[config.mk]
export PLATFORM = sky130hd
export DESIGN_NAME = gsc_ctrl
export DESIGN_NICKNAME = d
export VERILOG_FILES = /design/src/rtl/gsc_pkg.sv /design/src/rtl/gsc_ctrl.sv
export SDC_FILE = /design/constraint.sdc
export NUM_CORES = 1
export LEC_CHECK = 0
export BUFFER_PORTS_ARGS = -buffer_cell sky130_fd_sc_hd__buf_2
export CAP_MARGIN = 0
export CORE_MARGIN = 4
export CORE_UTILIZATION = 25
export CTS_CLUSTER_DIAMETER = 40
export DETAILED_ROUTE_END_ITERATION = 12
export HOLD_SLACK_MARGIN = 0.1
export PLACE_DENSITY = 0.5
export SLEW_MARGIN = 0
export SYNTH_ARGS = -nofsm -noshare
export SYNTH_HDL_FRONTEND = slang
export SYNTH_SLANG_ARGS = --single-unit
[constraint.sdc]
create_clock -name clk_i -period 2.4 [get_ports clk_i]
set_input_delay 0.12 -clock clk_i [delete_from_list [all_inputs] [get_ports clk_i]]
set_output_delay 0.12 -clock clk_i [all_outputs]
set_load 0.01 [all_outputs]
[src/rtl/gsc_pkg.sv]
// ----------------------------------------------------------------------------
// gsc_pkg
// Types and constants of the greedy spectral cosine block.
// ----------------------------------------------------------------------------
package gsc_pkg;

  localparam int MZ_W        = 32;
  localparam int INT_W       = 16;
  localparam int SCORE_W     = 16;
  localparam int MATCH_W     = 7;
  localparam int CFG_IDX_W   = 1;
  localparam int CFG_DATA_W  = 32;
  // signed width that holds m/z plus or minus a 32-bit offset
  localparam int CMP_W       = 35;
  // bits of the square-root search and its bit counter
  localparam int ROOT_BITS   = 16;
  localparam int ROOT_BIT_W  = 4;
  // Q1.15 score squared gives 2^30
  localparam int FRAC_SHIFT  = 30;

  localparam logic [MZ_W-1:0]    TOL_RESET = 32'd1638;
  localparam logic [SCORE_W-1:0] SCORE_ONE = 16'd32768;

  typedef enum logic [1:0] {
    OP_ADD_REF   = 2'd0,
    OP_ADD_QRY   = 2'd1,
    OP_COMPUTE   = 2'd2,
    OP_CLEAR_REF = 2'd3
  } op_e;

  typedef enum logic [CFG_IDX_W-1:0] {
    CFG_TOL   = 1'b0,
    CFG_SHIFT = 1'b1
  } cfg_idx_e;

  typedef enum logic [2:0] {
    ST_IDLE,
    ST_FETCH,
    ST_EVAL,
    ST_MUL_T,
    ST_MUL_S,
    ST_ROOT_A,
    ST_ROOT_B,
    ST_FINISH
  } state_e;

  typedef enum logic [3:0] {
    CMD_NONE,
    CMD_READ,
    CMD_NEXT_ROW,
    CMD_EVAL,
    CMD_MUL_T_INIT,
    CMD_MUL_STEP,
    CMD_MUL_S_INIT,
    CMD_ROOT_INIT,
    CMD_ROOT_TRY,
    CMD_ROOT_KEEP,
    CMD_FINISH
  } cmd_e;

  typedef struct packed {
    logic walk_end;
    logic row_end;
    logic found;
    logic mul_done;
    logic root_last;
    logic norm_zero;
    logic out_free;
  } gsc_status_t;

endpackage

[src/rtl/gsc_ctrl.sv]
// ----------------------------------------------------------------------------
// gsc_ctrl
// Sequencer: peak walk, norm multiplies, square-root search and result.
// ----------------------------------------------------------------------------
module gsc_ctrl (
  input  logic                 clk_i,
  input  logic                 rst_ni,
  input  logic                 in_acc_i,
  input  logic [1:0]           op_i,
  input  gsc_pkg::gsc_status_t status_i,
  output logic                 in_ready_o,
  output gsc_pkg::cmd_e        cmd_o
);
  import gsc_pkg::*;

  state_e state_q, state_d;

  // hold state
  always_ff @(posedge clk_i or negedge rst_ni) begin
    if (!rst_ni) begin
      state_q <= ST_IDLE;
    end else begin
      state_q <= state_d;
    end
  end

  // next state
  always_comb begin
    state_d = state_q;
    unique case (state_q)
      ST_IDLE: begin
        if (in_acc_i && (op_e'(op_i) == OP_COMPUTE)) state_d = ST_FETCH;
      end
      ST_FETCH: begin
        if (status_i.walk_end) begin
          state_d = status_i.found ? ST_MUL_T : ST_FINISH;
        end else if (!status_i.row_end) begin
          state_d = ST_EVAL;
        end
      end
      ST_EVAL: state_d = ST_FETCH;
      ST_MUL_T: begin
        if (status_i.mul_done) state_d = ST_MUL_S;
      end
      ST_MUL_S: begin
        if (status_i.mul_done) state_d = status_i.norm_zero ? ST_FINISH : ST_ROOT_A;
      end
      ST_ROOT_A: state_d = ST_ROOT_B;
      ST_ROOT_B: begin
        if (status_i.root_last) state_d = ST_FINISH;
        else state_d = ST_ROOT_A;
      end
      ST_FINISH: begin
        if (status_i.out_free) state_d = ST_IDLE;
      end
      default: state_d = ST_IDLE;
    endcase
  end

  // commands to the datapath
  always_comb begin
    in_ready_o = 1'b0;
    cmd_o      = CMD_NONE;
    unique case (state_q)
      ST_IDLE: in_ready_o = 1'b1;
      ST_FETCH: begin
        if (status_i.walk_end) begin
          if (status_i.found) cmd_o = CMD_MUL_T_INIT;
        end else if (status_i.row_end) begin
          cmd_o = CMD_NEXT_ROW;
        end else begin
          cmd_o = CMD_READ;
        end
      end
      ST_EVAL: cmd_o = CMD_EVAL;
      ST_MUL_T: cmd_o = status_i.mul_done ? CMD_MUL_S_INIT : CMD_MUL_STEP;
      ST_MUL_S: cmd_o = status_i.mul_done ? CMD_ROOT_INIT : CMD_MUL_STEP;
      ST_ROOT_A: cmd_o = CMD_ROOT_TRY;
      ST_ROOT_B: cmd_o = CMD_ROOT_KEEP;
      ST_FINISH: begin
        if (status_i.out_free) cmd_o = CMD_FINISH;
      end
      default: cmd_o = CMD_NONE;
    endcase
  end

endmodule

==> results_dict.tcl <==
set metrics [dict create \
    outcome "completed" \
    crit_arrival_ns 1.79 \
    syn_area_um2 353 \
    worstReg2RegEnd "state_q[0]" \
    endpoint_kind "register" \
    cts_num_sinks 3 \
    gp_congestion 0.711 \
    ys_seq_area_frac 0.213 \
    cp_cell_sequence "or3b_1 > a21oi_2 > a211o_4 > mux2_4" \
    setup.worst_path.end "state_q[0]" \
    critical-path-top-delay-family "flip-flops" \
    ys_seq_elements 3 \
    skew_ns 0.00573 \
    slowest_delay_ns 0.56 \
    initial_core_util 0.268 \
    yosys_warnings 0 \
    synth_top_area_cell "dfrtp_1" \
    grt_max_degree 15 \
    drtIter0Drc 2 \
    ff2ff_setup_slack_ns 0.72 \
    path_class "reg -> reg" \
    numCtsBuffers 3 \
    clock.fmax_mhz 596 \
    n_antenna_cell 0 \
    regMostFlops "state_q" \
    num_rows 13 \
    drtPass1Iterations 2 \
    area_growth_syn_to_layout_pct 34.0 \
    grt_pass1_wl_um 1420 \
    synthCells 46 \
    tightest_slew_ns 0.434 \
    n_fill_cell 153 \
    drive_gt1_frac 0.375 \
    cts_root_buf "clkbuf_4" \
    insertion_delay_ns 0.23 \
    vdd_drop_max_mv 0.338 \
    drc_errors 0 \
    ff2ff_path_depth 4 \
    crit_slowest_cell "dfrtp_1" \
    finalHoldViolCount 0 \
    cp_num_cells 4 \
    ctsResizeCount 0 \
    largest_reg_flops 3 \
    via_count 388 \
    yosysUniqueCellTypes 25 \
    avgViaCountPerCell 4.91 \
    fin_crit_ns 1.68 \
    grt_pass1_vias 372 \
    hold_ws_ns 0.215 \
    wirelength_um 886 \
    crit_required_ns 2.51 \
    top_regs "state_q (3)" \
    drv_slew 0 \
    die_x_um 45.6 \
    die_area_um2 2080 \
    cp-startpoint "state_q[2]" \
    cap_violations 0 \
    netlist.area_leader.share 0.213 \
    htree_levels 1 \
    timing.rr.start "state_q[2]" \
    grt.total_usage 0.0943 \
    die_h_um 45.6 \
    crit_fanout 13 \
    startpoint_type "register" \
    num-nets-final 77 \
    grt_overflow 0 \
    cts_tree "built" \
    rsz0062_at_grt "false" \
    numPortBuffers 16 \
    leakagePower_nw 0.234 \
    post_drt_wl_per_cell_um 11.2 \
    final.period_utilization 0.699 \
    syn_avg_cell_area_um2 7.67 \
    syn_nets 58 \
    worstHoldPathType "in -> async" \
    powerDensity_nw_per_um2 1350 \
    path_clk_slew_ns 0.04 \
    timing.critical_path.buf_inv 0 \
    core-area_um2 1320 \
    postRouteAntennaNets 0 \
    synth_area_leaders "dfrtp_1 21%, mux2_4 8.5%, a21oi_1 7.1%" \
    clockBufferDepth 2 \
    setup_viol 0 \
    ios 17 \
    tns_ns 0 \
    antenna_found_initial 0 \
    slew-limit-headroom 0.710 \
]
-- logic make-up (layout without fill, tap and decap cells) --
logic type | Yosys count | in the layout | synth area share
AO/OA/AOI/OAI | 13 | 13 | 0.245
buffers and inverters | 6 | 24 | 0.0745
flip-flops | 3 | 3 | 0.213
multiplexers | 4 | 4 | 0.145
AND/OR/NAND/NOR | 20 | 20 | 0.323
-- final cells by class --
class	count	area, um^2	area share
sequential	3	75.1	0.159
inverter	3	11.3	0.0238
timing repair buffer	17	90.1	0.190
multi-input combinational	37	251	0.532
tap	15	18.8	0.0397
clock buffer	4	26.3	0.0556
-- per-layer routing --
layer | global-route usage | up-vias | wire length, um
li1 | - | 201 | -
met1 | 0.109 | 177 | 403
met2 | 0.156 | 10 | 431
met3 | 0.0119 | 0 | 51
met4 | 0.0702 | 0 | 0
met5 | 0 | - | 0
-- worst min-delay path by stage --
stage            from    endpoint  slack, ns  cells past startpoint
2_1_floorplan  rst_ni  state_q[0]      -0.18                      0
3_3_place_gp   rst_ni  state_q[1]      -0.08                      1
3_5_place_dp   rst_ni  state_q[0]      -0.08                      1
4_1_cts        rst_ni  state_q[1]       0.20                      2
5_1_grt        rst_ni  state_q[2]       0.24                      2
6_report       rst_ni  state_q[1]       0.22                      2
-- power by group --
| group | internal (W) | total (W) | switching [W] |
|---|---|---|---|
| sequential | 0.0000782 | 0.000172 | 0.0000933 |
| combinational | 0.000216 | 0.000380 | 0.000165 |
| clock | 0.0000623 | 0.0000877 | 0.0000255 |
| total | 0.000356 | 0.000640 | 0.000284 |
-- cell usage after synthesis, drive strengths merged --
master,count
nor4b,1
nand2,6
nor2,4
dfrtp,3
and3b,1
nand3b,1
and3,1
a211o,1
nor3b,1
nand2b,1
buf,1
nor2b,1
mux2i,1
mux2,3
clkbuf,2
a21oi,6
o21ai,2
or3b,1
nor3,1
inv,3
nand4bb,1
o22ai,4
-- timing repair --
item                                   4_1_cts  5_1_grt
setup endpoints to repair                    0        0
setup buffers                                0        0
endpoints found under the hold margin        3        0
hold buffers                                 1        0
-- placed cells by master, fill, tap and decap left out --
cell type and count:
nand4bb_1 1, mux2_2 1, nor4b_1 1, o21ai_1 1, nor3_1 1, nor2_1 4, buf_2 16, mux2i_1 1
o21ai_0 1, nor2b_1 1, a21oi_2 1, clkbuf_1 1, nand2b_1 1, nand2_1 6, and3b_1 1, a21oi_1 5
dlygate4sd3_1 1, dfrtp_1 3, or3b_1 1, a211o_4 1, and3_1 1, clkbuf_4 3, nand3b_1 1, inv_1 3
o22ai_1 4, nor3b_1 1, mux2_4 2
-- worst register-to-register path, stage by stage (launching register included) --
cell and delay (ns):
dfrtp_1 0.56, or3b_1 0.40, a21oi_2 0.17, a211o_4 0.14, mux2_4 0.29
-- metrics by stage --
stage,std cells,area (um^2),util,worst slack [ns],total power (W)
global placement,74,437,0.331,0.751,0.000556
global route,79,473,0.359,0.642,0.000696
detailed placement,74,437,0.331,0.723,0.000554
floorplan,46,353,-,0.827,0.000458
finish,79,473,0.359,0.722,0.000640
CTS,79,473,0.359,0.712,0.000646
No activity file was read; power rests on OpenSTA's default activity.
